## src/rtl/nsr_pkg.sv

```systemverilog
// Shared types and constants for the Newton square root block.
// Used by nsr_divider, nsr_cfg and newton_square_root; depends on nothing.
`default_nettype none

package nsr_pkg;

    localparam int unsigned IN_W   = 32;
    localparam int unsigned ROOT_W = 25;
    localparam int unsigned FRAC_W = 16;
    localparam int unsigned DVD_W  = IN_W + FRAC_W;
    localparam int unsigned DVS_W  = IN_W;
    localparam int unsigned THR_W  = 17;
    localparam int unsigned PREC_W = 4;

    localparam logic [IN_W-1:0]   ONE_Q16     = 32'h0001_0000;
    localparam logic [ROOT_W-1:0] ROOT_NEG    = 25'h1FF_0000;
    localparam logic [PREC_W-1:0] PREC_RESET  = 4'd3;
    localparam logic [1:0]        REG_PREC    = 2'd0;

    typedef struct packed {
        logic             start;
        logic [DVD_W-1:0] dividend;
        logic [DVS_W-1:0] divisor;
    } div_req_t;

    typedef struct packed {
        logic             done;
        logic [DVD_W-1:0] quotient;
    } div_rsp_t;

    function automatic logic [THR_W-1:0] thresh(input logic [PREC_W-1:0] digits);
        logic [THR_W-1:0] t;
        unique case (digits)
            4'd0:    t = 17'd65536;
            4'd1:    t = 17'd6554;
            4'd2:    t = 17'd655;
            4'd3:    t = 17'd66;
            4'd4:    t = 17'd7;
            default: t = 17'd1;
        endcase
        return t;
    endfunction

endpackage

`default_nettype wire

```

## src/rtl/newton_square_root.sv

```systemverilog
// Newton-Raphson square root of a signed Q15.16 operand, result in signed Q8.16.
// Depends on nsr_pkg, nsr_divider and nsr_cfg.
//
// Usage:
//   s_tdata[31:0] carries value_in; a beat is taken when s_tvalid and s_tready are high.
//   m_tdata[24:0] carries root_out (upper bits zero), m_tuser[0] carries limit_hit.
//   The APB port holds precision_digits at address 0; write it only while idle.
// Timing:
//   A negative, zero or 1.0 operand skips the divider and goes straight to ST_OUT.
//   Otherwise each Newton step loads the shared restoring divider, which
//   produces its 48 quotient bits one a cycle; the update sum is then registered
//   and the stop compare follows. The step count is data dependent,
//   at most MAX_ITERATIONS.
//   One item is in work at a time; s_tready is high only while the sequencer idles.
//   The output register holds a finished result while m_tready is low and a
//   new item may be accepted meanwhile; the sequencer waits to hand over its
//   next result until the output register is free.
// Reset: aresetn clears the sequencer and output valid and sets precision_digits to 3.
`default_nettype none

module newton_square_root #(
    parameter int unsigned MAX_ITERATIONS = 40
) (
    input  wire logic        aclk,
    input  wire logic        aresetn,
    input  wire logic        s_tvalid,
    output logic             s_tready,
    input  wire logic [31:0] s_tdata,   // [31:0] value_in
    output logic             m_tvalid,
    input  wire logic        m_tready,
    output logic [31:0]      m_tdata,   // [24:0] root_out, [31:25] zero
    output logic [0:0]       m_tuser,   // [0] limit_hit
    input  wire logic        psel,
    input  wire logic        penable,
    input  wire logic        pwrite,
    input  wire logic [3:0]  paddr,
    input  wire logic [31:0] pwdata,
    output logic [31:0]      prdata,
    output logic             pready
);

    localparam int unsigned CNT_W = $clog2(MAX_ITERATIONS + 1);

    localparam logic [2:0] ST_IDLE = 3'd0;
    localparam logic [2:0] ST_DIV  = 3'd1;
    localparam logic [2:0] ST_CHK  = 3'd2;
    localparam logic [2:0] ST_OUT  = 3'd3;

    logic [2:0]                  state_reg;
    logic [nsr_pkg::IN_W-1:0]    est_reg;
    logic [nsr_pkg::IN_W-1:0]    opnd_reg;
    logic [nsr_pkg::DVD_W-1:0]   nxt_reg;
    logic [CNT_W-1:0]            cnt_reg;
    logic [CNT_W-1:0]            cnt_next;
    logic                        start_reg;
    logic                        start_next;
    logic [nsr_pkg::ROOT_W-1:0]  res_root_reg;
    logic                        res_hit_reg;
    logic                        m_tvalid_reg;
    logic [nsr_pkg::ROOT_W-1:0]  m_root_reg;
    logic                        m_hit_reg;

    logic [nsr_pkg::PREC_W-1:0]  prec;
    logic [nsr_pkg::THR_W-1:0]   thr;
    nsr_pkg::div_req_t           div_req;
    nsr_pkg::div_rsp_t           div_rsp;

    logic                        s_fire;
    logic                        direct_in;
    logic                        out_free;
    logic [nsr_pkg::DVD_W:0]     sum;
    logic [nsr_pkg::DVD_W-1:0]   est_ext;
    logic [nsr_pkg::DVD_W-1:0]   diff;
    logic                        converged;

    nsr_cfg u_cfg (
        .aclk    (aclk),
        .aresetn (aresetn),
        .psel    (psel),
        .penable (penable),
        .pwrite  (pwrite),
        .paddr   (paddr),
        .pwdata  (pwdata),
        .prdata  (prdata),
        .pready  (pready),
        .prec    (prec)
    );

    assign div_req = {start_reg, opnd_reg, {nsr_pkg::FRAC_W{1'b0}}, est_reg};

    nsr_divider u_div (
        .aclk    (aclk),
        .aresetn (aresetn),
        .req     (div_req),
        .rsp     (div_rsp)
    );

    assign thr       = nsr_pkg::thresh(prec);
    assign s_tready  = (state_reg == ST_IDLE);
    assign s_fire    = s_tvalid && s_tready;
    assign direct_in = s_tdata[31] || s_tdata == '0 || s_tdata == nsr_pkg::ONE_Q16;
    assign out_free  = !m_tvalid_reg || m_tready;
    assign est_ext   = {{nsr_pkg::FRAC_W{1'b0}}, est_reg};
    assign sum       = {1'b0, est_ext} + {1'b0, div_rsp.quotient};
    assign diff      = (nxt_reg > est_ext) ? (nxt_reg - est_ext) : (est_ext - nxt_reg);
    assign converged = diff < {{(nsr_pkg::DVD_W - nsr_pkg::THR_W){1'b0}}, thr};
    assign cnt_next  = cnt_reg + 1'b1;
    assign start_next = (state_reg == ST_IDLE && s_fire && !direct_in)
                     || (state_reg == ST_CHK && !converged
                         && cnt_next != CNT_W'(MAX_ITERATIONS));

    always_ff @(posedge aclk) begin
        if (!aresetn) begin
            state_reg <= ST_IDLE;
            start_reg <= 1'b0;
            cnt_reg   <= '0;
        end else begin
            start_reg <= start_next;
            unique case (state_reg)
                ST_IDLE: begin
                    if (s_fire) begin
                        if (direct_in) begin
                            state_reg <= ST_OUT;
                        end else begin
                            state_reg <= ST_DIV;
                            cnt_reg   <= '0;
                        end
                    end
                end
                ST_DIV: begin
                    if (div_rsp.done) begin
                        state_reg <= ST_CHK;
                    end
                end
                ST_CHK: begin
                    if (converged) begin
                        state_reg <= ST_OUT;
                    end else begin
                        cnt_reg <= cnt_next;
                        if (cnt_next == CNT_W'(MAX_ITERATIONS)) begin
                            state_reg <= ST_OUT;
                        end else begin
                            state_reg <= ST_DIV;
                        end
                    end
                end
                ST_OUT: begin
                    if (out_free) begin
                        state_reg <= ST_IDLE;
                    end
                end
                default: begin
                    state_reg <= ST_IDLE;
                end
            endcase
        end
    end

    always_ff @(posedge aclk) begin
        if (!aresetn) begin
            m_tvalid_reg <= 1'b0;
        end else if (state_reg == ST_OUT && out_free) begin
            m_tvalid_reg <= 1'b1;
        end else if (m_tready) begin
            m_tvalid_reg <= 1'b0;
        end
    end

    always_ff @(posedge aclk) begin
        if (state_reg == ST_IDLE && s_fire) begin
            est_reg  <= s_tdata;
            opnd_reg <= s_tdata;
            res_hit_reg <= 1'b0;
            if (s_tdata[31]) begin
                res_root_reg <= nsr_pkg::ROOT_NEG;
            end else begin
                res_root_reg <= s_tdata[nsr_pkg::ROOT_W-1:0];
            end
        end
        if (state_reg == ST_DIV && div_rsp.done) begin
            nxt_reg <= sum[nsr_pkg::DVD_W:1];
        end
        if (state_reg == ST_CHK) begin
            if (converged) begin
                res_root_reg <= est_reg[nsr_pkg::ROOT_W-1:0];
                res_hit_reg  <= 1'b0;
            end else begin
                est_reg      <= nxt_reg[nsr_pkg::IN_W-1:0];
                res_root_reg <= nxt_reg[nsr_pkg::ROOT_W-1:0];
                res_hit_reg  <= 1'b1;
            end
        end
        if (state_reg == ST_OUT && out_free) begin
            m_root_reg <= res_root_reg;
            m_hit_reg  <= res_hit_reg;
        end
    end

    assign m_tvalid   = m_tvalid_reg;
    assign m_tdata    = {{(32 - nsr_pkg::ROOT_W){1'b0}}, m_root_reg};
    assign m_tuser[0] = m_hit_reg;

    a_div_to_chk: assert property (@(posedge aclk) disable iff (!aresetn)
        (state_reg == ST_DIV && div_rsp.done) |=> (state_reg == ST_CHK))
        else $error("divider completion did not advance to the stop check");

    a_neg_result: assert property (@(posedge aclk) disable iff (!aresetn)
        (s_fire && s_tdata[31]) |=> (state_reg == ST_OUT && res_root_reg == nsr_pkg::ROOT_NEG))
        else $error("negative operand did not yield -1.0");

    a_cnt_bound: assert property (@(posedge aclk) disable iff (!aresetn)
        cnt_reg <= CNT_W'(MAX_ITERATIONS))
        else $error("step count beyond iteration cap");

    a_cap_nonneg: assert property (@(posedge aclk) disable iff (!aresetn)
        (m_tvalid && m_tuser[0]) |-> !m_tdata[nsr_pkg::ROOT_W-1])
        else $error("capped result carries a negative root");

    a_start_in_div: assert property (@(posedge aclk) disable iff (!aresetn)
        start_reg |-> (state_reg == ST_DIV))
        else $error("divider started outside the divide state");

endmodule

`default_nettype wire

```

## src/rtl/nsr_divider.sv

```systemverilog
// Restoring radix-2 divider, one quotient bit per cycle.
// Uses nsr_pkg request/response structs; division by zero yields all ones.
`default_nettype none

module nsr_divider (
    input  wire logic              aclk,
    input  wire logic              aresetn,
    input  wire nsr_pkg::div_req_t req,
    output nsr_pkg::div_rsp_t      rsp
);

    localparam int unsigned CNT_W = $clog2(nsr_pkg::DVD_W);

    logic [nsr_pkg::DVS_W-1:0] rem_reg;
    logic [nsr_pkg::DVD_W-1:0] quo_reg;
    logic [nsr_pkg::DVS_W-1:0] dvs_reg;
    logic [CNT_W-1:0]          cnt_reg;
    logic                      busy_reg;
    logic                      done_reg;

    logic [nsr_pkg::DVS_W:0]   trial;
    logic [nsr_pkg::DVS_W+1:0] diff;
    logic                      ge;
    logic                      last_bit;

    assign trial    = {rem_reg, quo_reg[nsr_pkg::DVD_W-1]};
    assign diff     = {1'b0, trial} - {2'b00, dvs_reg};
    assign ge       = ~diff[nsr_pkg::DVS_W+1];
    assign last_bit = (cnt_reg == CNT_W'(nsr_pkg::DVD_W - 1));

    always_ff @(posedge aclk) begin
        if (!aresetn) begin
            busy_reg <= 1'b0;
            done_reg <= 1'b0;
            cnt_reg  <= '0;
        end else begin
            done_reg <= busy_reg && !req.start && last_bit;
            if (req.start) begin
                busy_reg <= 1'b1;
                cnt_reg  <= '0;
            end else if (busy_reg) begin
                cnt_reg <= cnt_reg + 1'b1;
                if (last_bit) begin
                    busy_reg <= 1'b0;
                end
            end
        end
    end

    always_ff @(posedge aclk) begin
        if (req.start) begin
            rem_reg <= '0;
            quo_reg <= req.dividend;
            dvs_reg <= req.divisor;
        end else if (busy_reg) begin
            rem_reg <= ge ? diff[nsr_pkg::DVS_W-1:0] : trial[nsr_pkg::DVS_W-1:0];
            quo_reg <= {quo_reg[nsr_pkg::DVD_W-2:0], ge};
        end
    end

    assign rsp = {done_reg, quo_reg};

endmodule

`default_nettype wire

```

## src/rtl/nsr_cfg.sv

```systemverilog
// APB register file holding the precision_digits setting.
// Uses nsr_pkg for the register index and reset value.
`default_nettype none

module nsr_cfg (
    input  wire logic                       aclk,
    input  wire logic                       aresetn,
    input  wire logic                       psel,
    input  wire logic                       penable,
    input  wire logic                       pwrite,
    input  wire logic [3:0]                 paddr,
    input  wire logic [31:0]                pwdata,
    output logic [31:0]                     prdata,
    output logic                            pready,
    output logic [nsr_pkg::PREC_W-1:0]      prec
);

    logic [nsr_pkg::PREC_W-1:0] prec_reg;
    logic                       hit_prec;

    assign hit_prec = (paddr[3:2] == nsr_pkg::REG_PREC) && (paddr[1:0] == 2'b00);
    assign pready   = 1'b1;

    always_ff @(posedge aclk) begin
        if (!aresetn) begin
            prec_reg <= nsr_pkg::PREC_RESET;
        end else if (psel && penable && pwrite && hit_prec) begin
            prec_reg <= pwdata[nsr_pkg::PREC_W-1:0];
        end
    end

    assign prdata = hit_prec ? {{(32 - nsr_pkg::PREC_W){1'b0}}, prec_reg} : 32'h0;
    assign prec   = prec_reg;

endmodule

`default_nettype wire
```

## config.mk

```make
export PLATFORM = sky130hd
export DESIGN_NAME = newton_square_root
export DESIGN_NICKNAME = d
export VERILOG_FILES = /design/src/rtl/nsr_pkg.sv /design/src/rtl/newton_square_root.sv /design/src/rtl/nsr_divider.sv /design/src/rtl/nsr_cfg.sv
export SDC_FILE = /design/constraint.sdc
export NUM_CORES = 1
export LEC_CHECK = 0
export ABC_AREA = 1
export BUFFER_PORTS_ARGS = -buffer_cell sky130_fd_sc_hd__clkbuf_2
export CORE_MARGIN = 2
export CORE_UTILIZATION = 62
export DETAILED_ROUTE_END_ITERATION = 8
export MAX_ROUTING_LAYER = met4
export PLACE_DENSITY_LB_ADDON = 0.15
export SYNTH_ARGS = -nofsm -noshare
export SYNTH_HDL_FRONTEND = slang
export SYNTH_SLANG_ARGS = --single-unit
```

## constraint.sdc

```tcl
create_clock -name aclk -period 4.9 [get_ports aclk]
set_clock_uncertainty 0.1 [all_clocks]
set_input_delay 0 -clock aclk [delete_from_list [all_inputs] [get_ports aclk]]
set_output_delay 0 -clock aclk [all_outputs]
set_load 0.02 [all_outputs]
```

# Yosys cells after proc, flatten, opt, wreduce, memory -nomap -nowiden
# Cells that the tools add are included.
# word_totals
register_bits	299
in_bits	75
output_inout_bits	68
wordCells	110
# classes
n_addsub	6
order_cmp	2
n_eq_ne	16
mux	32
bitwise	2
reduce_logical	33
# op_table
op	count
$mux W48	3
$mux W32	4
$mux W25	4
$pmux W17 S5	1
$add A32 B48 Y49	1
$gt A48 B32 Y1	1
$lt A48 B17 Y1	1
$sub A32 B48 Y48	1
$sub A48 B32 Y48	1
$sub A33 B32 Y34	1
$eq A32 B17 Y1 const B	1
$logic_not A32 Y1	1
$mux W6	3
$logic_and A1 B1 Y1	13
$add A6 B1 Y6 const B	2
$eq A6 B6 Y1 const B	2
$pmux W3 S4	1
$pmux W6 S2	1
$mux W3	3
$eq A4 B2 Y1 const B	2
$mux W1	8
$reduce_bool A2 Y1	4
$eq A3 B2 Y1 const B	2
$mux W2	3
16 further kinds	27

# Longest topological paths before layout
# Gate-level depths: netlist of run 1.
# depth
depth_word	7
depth_mapped	35
depth_no_buf	32

# By module
# From an unflattened synthesis of run 1, not the netlist that was laid out.
# hier_totals
hier_cells	3378
hier_area_um2	23164.7
# modules_own_cells
module	instances	cells_per_inst	area_per_inst_um2	seq_area_each_um2
newton_square_root	1	2259	15207.1	4804.6
nsr_divider	1	1052	7505.9	3203.1
nsr_cfg	1	67	451.7	80.1

# Least setup slack after synthesis of run 1
# OpenSTA, ideal clock, no wires.
# synth_path
kind	flip-flop to flip-flop
from	reg nxt_reg[0] (netlist bit)
to	reg res_root_reg[16] (netlist bit) (data pin)
arrival_time_ns	4.073
t_required_ns	4.534
path_slack_ns	0.461
path_stages_with_launch	36
n_path_buf	4
period_less_slack_ns	4.439
path_cell_list	edfxtp_1 -> inv_1 -> ha_1 -> inv_1 -> fa_1 -> nand3_1 -> nand3_1 -> nand2_1 -> nand2_1 -> nand2_1 -> nand2_2 -> nand2_1 -> nand3_2 -> nand2_2 -> buf_6 -> buf_4 -> clkbuf_1 -> nand2_1 -> o21ai_0 -> xnor2_1 -> inv_1 -> ha_1 -> a21oi_1 -> nand3_1 -> nand2_1 -> nand2_1 -> nand2_1 -> and2_1 -> nand2_1 -> nand2_2 -> nand2_2 -> nand2_4 -> inv_8 -> buf_12 -> nand2_4 -> o211ai_2
# synth_between
elab_chain_len	5
elab_cells_between_ends	7
cone_classes	2 x add/sub; 2 x order compare; 3 x mux
# synth_lines
item	line	source
start, declared	newton_square_root.sv:52	logic [nsr_pkg::DVD_W-1:0] nxt_reg;
start signal, assigned	newton_square_root.sv:181	nxt_reg <= sum[nsr_pkg::DVD_W:1];
$sub A32 B48 Y48, or another cell as far along	newton_square_root.sv:105	assign diff = (nxt_reg > est_ext) ? (nxt_reg - est_ext) : (est_ext - nxt_reg);
$mux W48 (*)	newton_square_root.sv:105	
$lt A48 B17 Y1 (*)	newton_square_root.sv:106	assign converged = diff < {{(nsr_pkg::DVD_W - nsr_pkg::THR_W){1'b0}}, thr};
$mux W25 (*)	newton_square_root.sv:184	if (converged) begin
$mux W25 (*)	newton_square_root.sv:183	if (state_reg == ST_CHK) begin
end signal, assigned	newton_square_root.sv:177	res_root_reg <= s_tdata[nsr_pkg::ROOT_W-1:0];
end signal, assigned	newton_square_root.sv:185	res_root_reg <= est_reg[nsr_pkg::ROOT_W-1:0];
end signal, assigned	newton_square_root.sv:189	res_root_reg <= nxt_reg[nsr_pkg::ROOT_W-1:0];
end, declared	newton_square_root.sv:57	logic [nsr_pkg::ROOT_W-1:0] res_root_reg;
# Every way passes the cells marked *; elsewhere a longest branch is shown, timed or not.
# A chain may end at the register's enable or synchronous reset.

# Worst setup path after layout of run 1
# layout_path
from	reg est_reg[22] (netlist bit)
to	reg res_root_reg[15] (netlist bit) (data pin)
# layout_between
elab_chain_len	5
elab_cells_between_ends	7
cone_classes	2 x add/sub; 2 x order compare; 3 x mux
# layout_lines
item	line	source
start, declared	newton_square_root.sv:50	logic [nsr_pkg::IN_W-1:0] est_reg;
start signal, assigned	newton_square_root.sv:171	est_reg <= s_tdata;
start signal, assigned	newton_square_root.sv:188	est_reg <= nxt_reg[nsr_pkg::IN_W-1:0];
$sub A32 B48 Y48, or another cell as far along	newton_square_root.sv:105	
$mux W48 (*)	newton_square_root.sv:105	
$lt A48 B17 Y1 (*)	newton_square_root.sv:106	
$mux W25 (*)	newton_square_root.sv:184	
$mux W25 (*)	newton_square_root.sv:183	
# Marks and branches as above.

==> results of run 1 <==
==> critical path, delay by kind of cell (launching register included) <==
kind / cells / cell delay, ns
adder cells (fa/ha/maj): 2 / 0.68
AND/OR/NAND/NOR: 17 / 1.65
AO/OA/AOI/OAI: 4 / 0.59
XOR/XNOR: 1 / 0.15
flip-flops: 1 / 0.54
buffers and inverters: 6 / 0.72
==> cell type report <==
type	instances	area, um2	area share, %
multi-input cells	2098	11600	47.4
repair buffers	210	1560	6.38
diodes	3	7.51	0.0307
well taps	455	569	2.33
inverters	442	1670	6.83
flip-flops and latches	298	7930	32.4
clock inverters	15	269	1.10
clock buffers	43	871	3.56
==> power groups by stage <==
stage               registers [mW]  clock network (mW)  logic, mW
global route                  3.52                2.75       5.97
global placement              3.50                   0       4.98
detailed placement            3.52                   0       5.14
finish                        3.52                2.68       5.52
CTS                           3.48                2.65       5.24
floorplan                     3.39                   0       3.56
==> timing repair <==
action                                  4_1_cts  5_1_grt
buffers inserted                              0        7
endpoints found under the hold margin       102        0
hold buffers                                 47        0
endpoints found under the setup margin        0       66
resized for setup                             0       22
==> worst max-delay path by stage <==
stage	endpoint	cells after the start	start	slack, ns
6_report	res_root_reg[15]	30	est_reg[22]	0.16
5_1_grt	res_root_reg[15]	27	est_reg[22]	-0.03
4_1_cts	res_root_reg[18]	32	nxt_reg[0]	0.004
3_5_place_dp	res_root_reg[18]	32	nxt_reg[0]	0.12
3_3_place_gp	est_reg[16]	33	nxt_reg[0]	0.25
2_1_floorplan	res_root_reg[16]	35	nxt_reg[0]	0.46
==> routing by layer <==
layer | part of all wire (%) | GRT usage [%]
met3 | 13 | 8.48
met2 | 43 | 66.7
met4 | 5.8 | 20.7
met1 | 38 | 57.4
met5 | 0 | -
==> per-stage QoR <==
stage / instances / worst slack (ns) / hold WS [ns]
6_report: 3564 / 0.158 / 0.108
5_1_grt: 3564 / -0.0341 / 0.105
4_1_cts: 3553 / 0.00403 / 0.0998
3_5_place_dp: 3448 / 0.123 / 0.130
3_3_place_gp: 3448 / 0.245 / 0.120
2_1_floorplan: 2932 / 0.461 / -0.00113
==> cells in the final DEF, fill, tap and decap left out, drive strengths merged, types with 9 or more instances in the layout <==
cell	instances
nand4	32
conb	36
nor4	14
a22o	21
dlygate4sd3	47
xnor2	37
o22ai	16
clkbuf	121
dfxtp	102
ha	140
inv	443
o21ai	175
nand3	134
a21oi	184
o21bai	13
buf	85
o211ai	41
nor2	234
nor3	25
edfxtp	196
xor2	66
o21a	9
nand2	866
==> cell families after synthesis <==
kind of cell    Yosys count  share of synthesized area [%]
mux                       1                         0.0464
flops                   298                           36.7
compound gates          485                           13.6
other cells               2                         0.0348
simple gates           1328                           26.3
buf+inv                 537                           10.6
fa+ha+maj               144                           8.49
xor+xnor                103                           4.18
==> flow_summary.rst, run 1 <==
.. list-table::
   :header-rows: 1

   * - Metric
     - Value
   * - Standby leakage power
     - 11.9 nW
   * - Reg2reg start
     - est_reg[22]
   * - Gate Count Post-Synth
     - 2898
   * - Depth of the CTS H-tree
     - 1
   * - Slew margin rel.
     - 16.9%
   * - Design Area, Final
     - 0.0245 mm2
   * - Required time worst endpoint
     - 5.10 ns
   * - Setup-failing EPs final
     - 0
   * - Final Total Pwr
     - 11.7 mW
   * - Worst skew pair latency
     - 0.59 ns
   * - Detailed-router iteration count before antenna repair
     - 8
   * - Weighted congestion at the end of routability-driven global placement
     - 1.04
   * - Element type at the critical path end
     - register
   * - End point of the most critical hold path
     - opnd_reg[29]
   * - Cell taking the most area after synthesis
     - edfxtp_1
   * - Post-route DRC violation count
     - 0
   * - Die outline height
     - 191 um
   * - Final min period
     - 4.74 ns
   * - Number of cells on the worst reg-to-reg path
     - 30
   * - Predominant post-synthesis flop cell
     - edfxtp_1
   * - Sequential Power Share
     - 30.0%
   * - Number of flops mapped to enable cells by yosys
     - 196
   * - Layout cell share with drive strength beyond 1
     - 11.3%
   * - Most used cell along the critical path
     - nand2_1
   * - Total grt overflow
     - 0
   * - Maximum number of pins on one net before global-route repair
     - 64
   * - Number of vias per cell after detailed routing
     - 6.05
   * - WL/cell
     - 22.2 um
   * - Status
     - completed
   * - Half-perimeter wire length after placement
     - 58000 um
   * - Post-synthesis async set-or-reset flop share
     - 0%
   * - Int Pwr
     - 6.59 mW
   * - Setup TNS
     - 0 ns
   * - Reg2Reg Setup Slack
     - 0.16 ns
   * - Post-route core utilization
     - 71.2%
   * - 1st-iter DRT viols
     - 2648
   * - Sw frac
     - 43.8%
   * - Number of buffers on the longest clock path
     - 3
   * - Capture point of the worst reg-to-reg path
     - res_root_reg[15]
   * - Hold Path Stages
     - 2
   * - Combinational power share
     - 47.1%
   * - WL final
     - 79300 um
   * - Total vias in the final route
     - 21600
   * - Highest ir drop seen on vdd
     - 396 uV
   * - Filler Cells Inserted
     - 2563
   * - Cell types occupying the most area after synthesis
     - edfxtp_1 27%, nand2_1 14%, dfxtp_1 9.5%
   * - Number of global-route vias before repair
     - 20300
   * - Synthesized cell area
     - 0.0216 mm2
   * - Worst Setup Path Type
     - register to register
   * - FF+latch count, synth
     - 298
   * - Horizontal die dimension
     - 191 um
   * - Wire length of the first global-routing pass
     - 117000 um
   * - Min-Delay Path Class
     - input port to register
   * - Number of sinks on the clock net
     - 298
   * - Critical Path Fanout Max
     - 14
   * - Initial antenna violation count
     - 4
   * - Growth of design area from synthesis to finish
     - 13.5%
   * - Remaining number of nets flagged by the antenna check after routing
     - 0
   * - CTS Buf Count
     - 31
   * - Most frequently used cell type in the post-synthesis netlist
     - nand2_1
   * - Max Cap Violations
     - 0
   * - Average cell area after synthesis
     - 7.44 um2
   * - # IOs
     - 143
   * - Fraction of the yosys area taken by sequential cells
     - 36.7%
   * - Core area
     - 0.0344 mm2
   * - Count of unique library cells instantiated by Yosys
     - 56
   * - Slowest cell on the critical path
     - dfxtp_1
   * - Share of Yosys cell area claimed by the top area cell type
     - 27.3%
   * - Crit share post-route
     - 96.8%
   * - Highest achievable clock rate
     - 0.211 GHz
   * - Critical path's largest stage delay
     - 0.54 ns
   * - Warnings from Yosys
     - 0
   * - Aggregate global-route resource usage
     - 44.2%
   * - Total power per unit cell area
     - 479 mW/mm2
   * - Critical Path Start Type
     - register
   * - Final Slew Violations
     - 0
   * - TritonCTS clock tree
     - yes
   * - Number of nets in the layout
     - 3300
   * - Count of buffers from port buffering
     - 78
   * - Worst-path clk slew
     - 0.07 ns
   * - Hold violation count in the final report
     - 0
   * - Cell at the root of the clock tree
     - clkbuf_16
   * - Switching power total
     - 5.13 mW
   * - WP data arrival
     - 4.94 ns
   * - Placed Instance Area
     - 0.0227 mm2
   * - Startpoint of the most critical hold path
     - s_tdata[29]
   * - Number of cell rows
     - 68
   * - Die Footprint
     - 0.0363 mm2
   * - Transition time of the tightest slew-check pin
     - 1.24 ns
   * - List of most frequent post-synthesis cells
     - 827 x nand2_1, 433 x inv_1, 221 x nor2_1
   * - Initial Utilization
     - 62.8%
   * - Clock power frac
     - 22.9%
(Power assumes the default switching activity.)
==> run 2, diff against run 1 <==
--- a/config.mk
+++ b/config.mk
@@ -8,7 +8,7 @@
 export ABC_AREA = 1
 export BUFFER_PORTS_ARGS = -buffer_cell sky130_fd_sc_hd__clkbuf_2
 export CORE_MARGIN = 2
-export CORE_UTILIZATION = 62
+export CORE_UTILIZATION = 56
 export DETAILED_ROUTE_END_ITERATION = 8
 export MAX_ROUTING_LAYER = met4
 export PLACE_DENSITY_LB_ADDON = 0.15
==> constraint.sdc (replaced) <==
create_clock -name aclk -period 4.25 [get_ports aclk]
set_clock_uncertainty 0.1 [all_clocks]
set_input_delay 0 -clock aclk [delete_from_list [all_inputs] [get_ports aclk]]
set_output_delay 0 -clock aclk [all_outputs]
set_load 0.02 [all_outputs]
==> run 2 against run 1 <==
Against the previous run: cell area up 6.6%; core utilization down 2.3 points; sequential power up 11%; setup slack worse by 0.12 ns; maximum frequency up 13%; via count up 0.14%; clock power up 5%; largest cell class unchanged; cell count up 5.9%; clock-buffer cell count down 3; critical path type unchanged.
==> flow_summary.rst, run 2 (same netlist as run 1, synthesis figures left out) <==
.. list-table::
   :header-rows: 1

   * - Metric
     - Value
   * - Status
     - completed
   * - Slew margin rel.
     - 19.4% (+2.5 points)
   * - Required time worst endpoint
     - 4.45 ns (-0.65 ns)
   * - Reg2Reg Setup Slack
     - 0.04 ns (-0.12 ns)
   * - Crit share post-route
     - 99.1% (+2.4 points)
   * - Number of sinks on the clock net
     - 298 (unchanged)
   * - Total power per unit cell area
     - 537 mW/mm2 (+12%)
   * - # IOs
     - 143 (unchanged)
   * - Total grt overflow
     - 0 (unchanged)
   * - Number of cell rows
     - 71 (+4.4%)
   * - Most common library cell in the layout ignoring fill and taps
     - nand2_1
   * - Critical Path Start Type
     - register
   * - Design Area, Final
     - 0.0261 mm2 (+6.6%)
   * - Detailed-router iteration count before antenna repair
     - 6 (-2)
   * - Element type at the critical path end
     - register
   * - Filler Cells Inserted
     - 2968 (+16%)
   * - Half-perimeter wire length after placement
     - 61700 um (+6.4%)
   * - Reg2reg start
     - nxt_reg[0]
   * - Cell at the root of the clock tree
     - clkbuf_16
   * - Highest achievable clock rate
     - 0.237 GHz (+13%)
   * - WL/cell
     - 21.2 um (-4.7%)
   * - Final Total Pwr
     - 14.0 mW (+20%)
   * - Final min period
     - 4.21 ns (-0.528 ns)
   * - Sw frac
     - 43.4% (-0.42 points)
   * - Post-route DRC violation count
     - 0 (unchanged)
   * - Hold WS
     - 0.135 ns (+0.0276 ns)
   * - Placed Instance Area
     - 0.0239 mm2 (+5.1%)
   * - Cell family with the largest share of critical-path delay
     - simple AND/OR/NAND/NOR gates
   * - Number of buffers on the longest clock path
     - 3 (unchanged)
   * - Sequential Power Share
     - 28.0% (-2.0 points)
   * - Aggregate global-route resource usage
     - 39.7% (-4.4 points)
   * - Max Cap Violations
     - 0 (unchanged)
   * - Slowest cell on the critical path
     - edfxtp_1
   * - Number of cells on the worst reg-to-reg path
     - 26 (-13%)
   * - TritonCTS clock tree
     - yes
   * - Capture point of the worst reg-to-reg path
     - res_root_reg[19]
   * - Worst setup slack after placement
     - -0.137 ns (-0.260 ns)
   * - Highest ir drop seen on vdd
     - 476 uV (+20%)
   * - Switching power total
     - 6.08 mW (+18%)
   * - Initial antenna violation count
     - 1 (-3)
   * - Growth of design area from synthesis to finish
     - 20.9%
   * - Horizontal die dimension
     - 200 um (+5.1%)
   * - Critical Path Fanout Max
     - 8 (-6)
   * - Number of nets in the layout
     - 3456 (+4.7%)
   * - Total vias in the final route
     - 21600 (+0.14%)
   * - Worst Setup Path Type
     - register to register
   * - Number of vias per cell after detailed routing
     - 5.72 (-5.5%)
   * - 1st-iter DRT viols
     - 2158 (-19%)
   * - Critical path's largest stage delay
     - 0.39 ns (-0.15 ns)
   * - Unrepaired setup endpoints after global routing
     - true
   * - Number of buffers and inverters on the critical path
     - 6 (unchanged)
   * - WP data arrival
     - 4.41 ns (-0.53 ns)
   * - Initial Utilization
     - 57.0% (-5.8 points)
   * - Wire length of the first global-routing pass
     - 119000 um (+1.7%)
   * - Worst skew pair latency
     - 0.59 ns (about the same)
   * - Count of buffers from port buffering
     - 78 (unchanged)
   * - Clock power frac
     - 20.1% (-2.8 points)
   * - Die Footprint
     - 0.0401 mm2 (+10%)
   * - Remaining number of nets flagged by the antenna check after routing
     - 0 (unchanged)
   * - End point of the most critical hold path
     - opnd_reg[30]
   * - Standby leakage power
     - 12.6 nW (+6.7%)
   * - Startpoint of the most critical hold path
     - s_tdata[30]
   * - Maximum number of pins on one net before global-route repair
     - 55 (-14%)
   * - Layout cell share with drive strength beyond 1
     - 17.2% (+5.9 points)
   * - CTS Buf Count
     - 31 (unchanged)
   * - Final Slew Violations
     - 0 (unchanged)
   * - Int Pwr
     - 7.94 mW (+20%)
   * - Number of global-route vias before repair
     - 20600 (+1.5%)
   * - Die outline height
     - 200 um (+5.1%)
   * - Final Worst Setup Slack
     - 0.0365 ns (-0.122 ns)
   * - Depth of the CTS H-tree
     - 1 (unchanged)
   * - Core area
     - 0.0378 mm2 (+10%)
   * - WL final
     - 80000 um (+0.94%)
   * - Most used cell along the critical path
     - nand2_4
   * - Hold Path Stages
     - 2 (unchanged)
   * - Min-Delay Path Class
     - input port to register
   * - Combinational power share
     - 52.0% (+4.9 points)
   * - Most frequent cells in the layout
     - 810 x nand2_1, 428 x inv_1, 225 x buf_4
   * - Post-route core utilization
     - 68.9% (-2.3 points)
   * - Hold violation count in the final report
     - 0 (unchanged)
   * - Transition time of the tightest slew-check pin
     - 1.21 ns (-0.0263 ns)
   * - Setup-failing EPs final
     - 0 (unchanged)
   * - Worst-path clk slew
     - 0.06 ns (about the same)
   * - Weighted congestion at the end of routability-driven global placement
     - 1.03 (-1.1%)
==> run 2: cell types whose count changed in the layout (fill, tap and decap cells not counted), moves of 6 or more <==
cell / before / now
buf_4: 80 / 225
nand2_2: 15 / 25
buf_6: 0 / 7
nor2_2: 10 / 18
nand3_1: 127 / 121
clkinv_1: 1 / 7
nor2_1: 217 / 207
nand2_1: 826 / 810
ha_4: 1 / 14
ha_1: 136 / 123
o21ai_0: 147 / 138
==> run 2: what timing repair did <==
item | in CTS | in global routing
cloned | 1 | 1
hold endpoints to repair | 102 | 0
setup buffers | 5 | 14
hold buffers | 47 | 0
pin swaps | 8 | 32
gates resized for setup | 18 | 96
setup endpoints to repair | 62 | 66
==> run 2: layout make-up <==
class | count | area, um2 | area share (%)
antenna | 3 | 7.51 | 0.0288
clock buffer | 40 | 840 | 3.22
clock inverter | 17 | 193 | 0.739
inverter | 442 | 1670 | 6.41
multi-input combinational | 2098 | 12000 | 46.1
sequential | 298 | 7930 | 30.4
tap | 511 | 639 | 2.45
timing repair buffer | 365 | 2780 | 10.7
timing repair inverter | 1 | 8.76 | 0.0336
==> run 2: worst max path at each step <==
stage                     start          endpoint  slack, ns  cells past startpoint
global placement     est_reg[0]  res_root_reg[21]      0.008                     26
floorplan            nxt_reg[0]  res_root_reg[16]       0.02                     35
global route        est_reg[14]       est_reg[17]       -0.1                     31
detailed placement   nxt_reg[0]  res_root_reg[16]      -0.14                     31
CTS                  nxt_reg[0]  res_root_reg[16]     0.0002                     32
finish               nxt_reg[0]  res_root_reg[19]       0.04                     26
==> run 2: worst reg2reg max path: cells and delay by family (launching register included) <==
kind,cells,cell delay [ns]
and+or+nand+nor,13,1.45
xor gates and xnor gates,1,0.17
buffers and inverters,6,0.83
adders and majority gates,2,0.64
AOI/OAI and AO/OA,4,0.35
DFF,1,0.39
==> run 2: per-stage QoR <==
step | setup TNS [ns] | instances
floorplan | 0 | 2932
global placement | 0 | 3647
detailed placement | -2.94 | 3647
CTS | 0 | 3757
global route | -2.13 | 3773
finish | 0 | 3775
==> run 2: layer usage <==
| layer | vias to the layer above | global-route usage [%] | part of all wire, % |
|---|---|---|---|
| met5 | - | - | 0 |
| met4 | 0 | 13.2 | 4.0 |
| met3 | 234 | 5.55 | 10 |
| met2 | 1234 | 62.8 | 45 |
| met1 | 10100 | 52.6 | 41 |
| li1 | 10100 | - | - |
==> run 2: power groups by stage <==
stage	clock (mW)	sequential (mW)	combinational, mW
detailed placement	0	3.95	6.59
finish	2.81	3.92	7.28
CTS	2.79	3.90	6.74
floorplan	0	3.91	4.11
global route	2.92	3.94	7.87
global placement	0	3.93	6.45
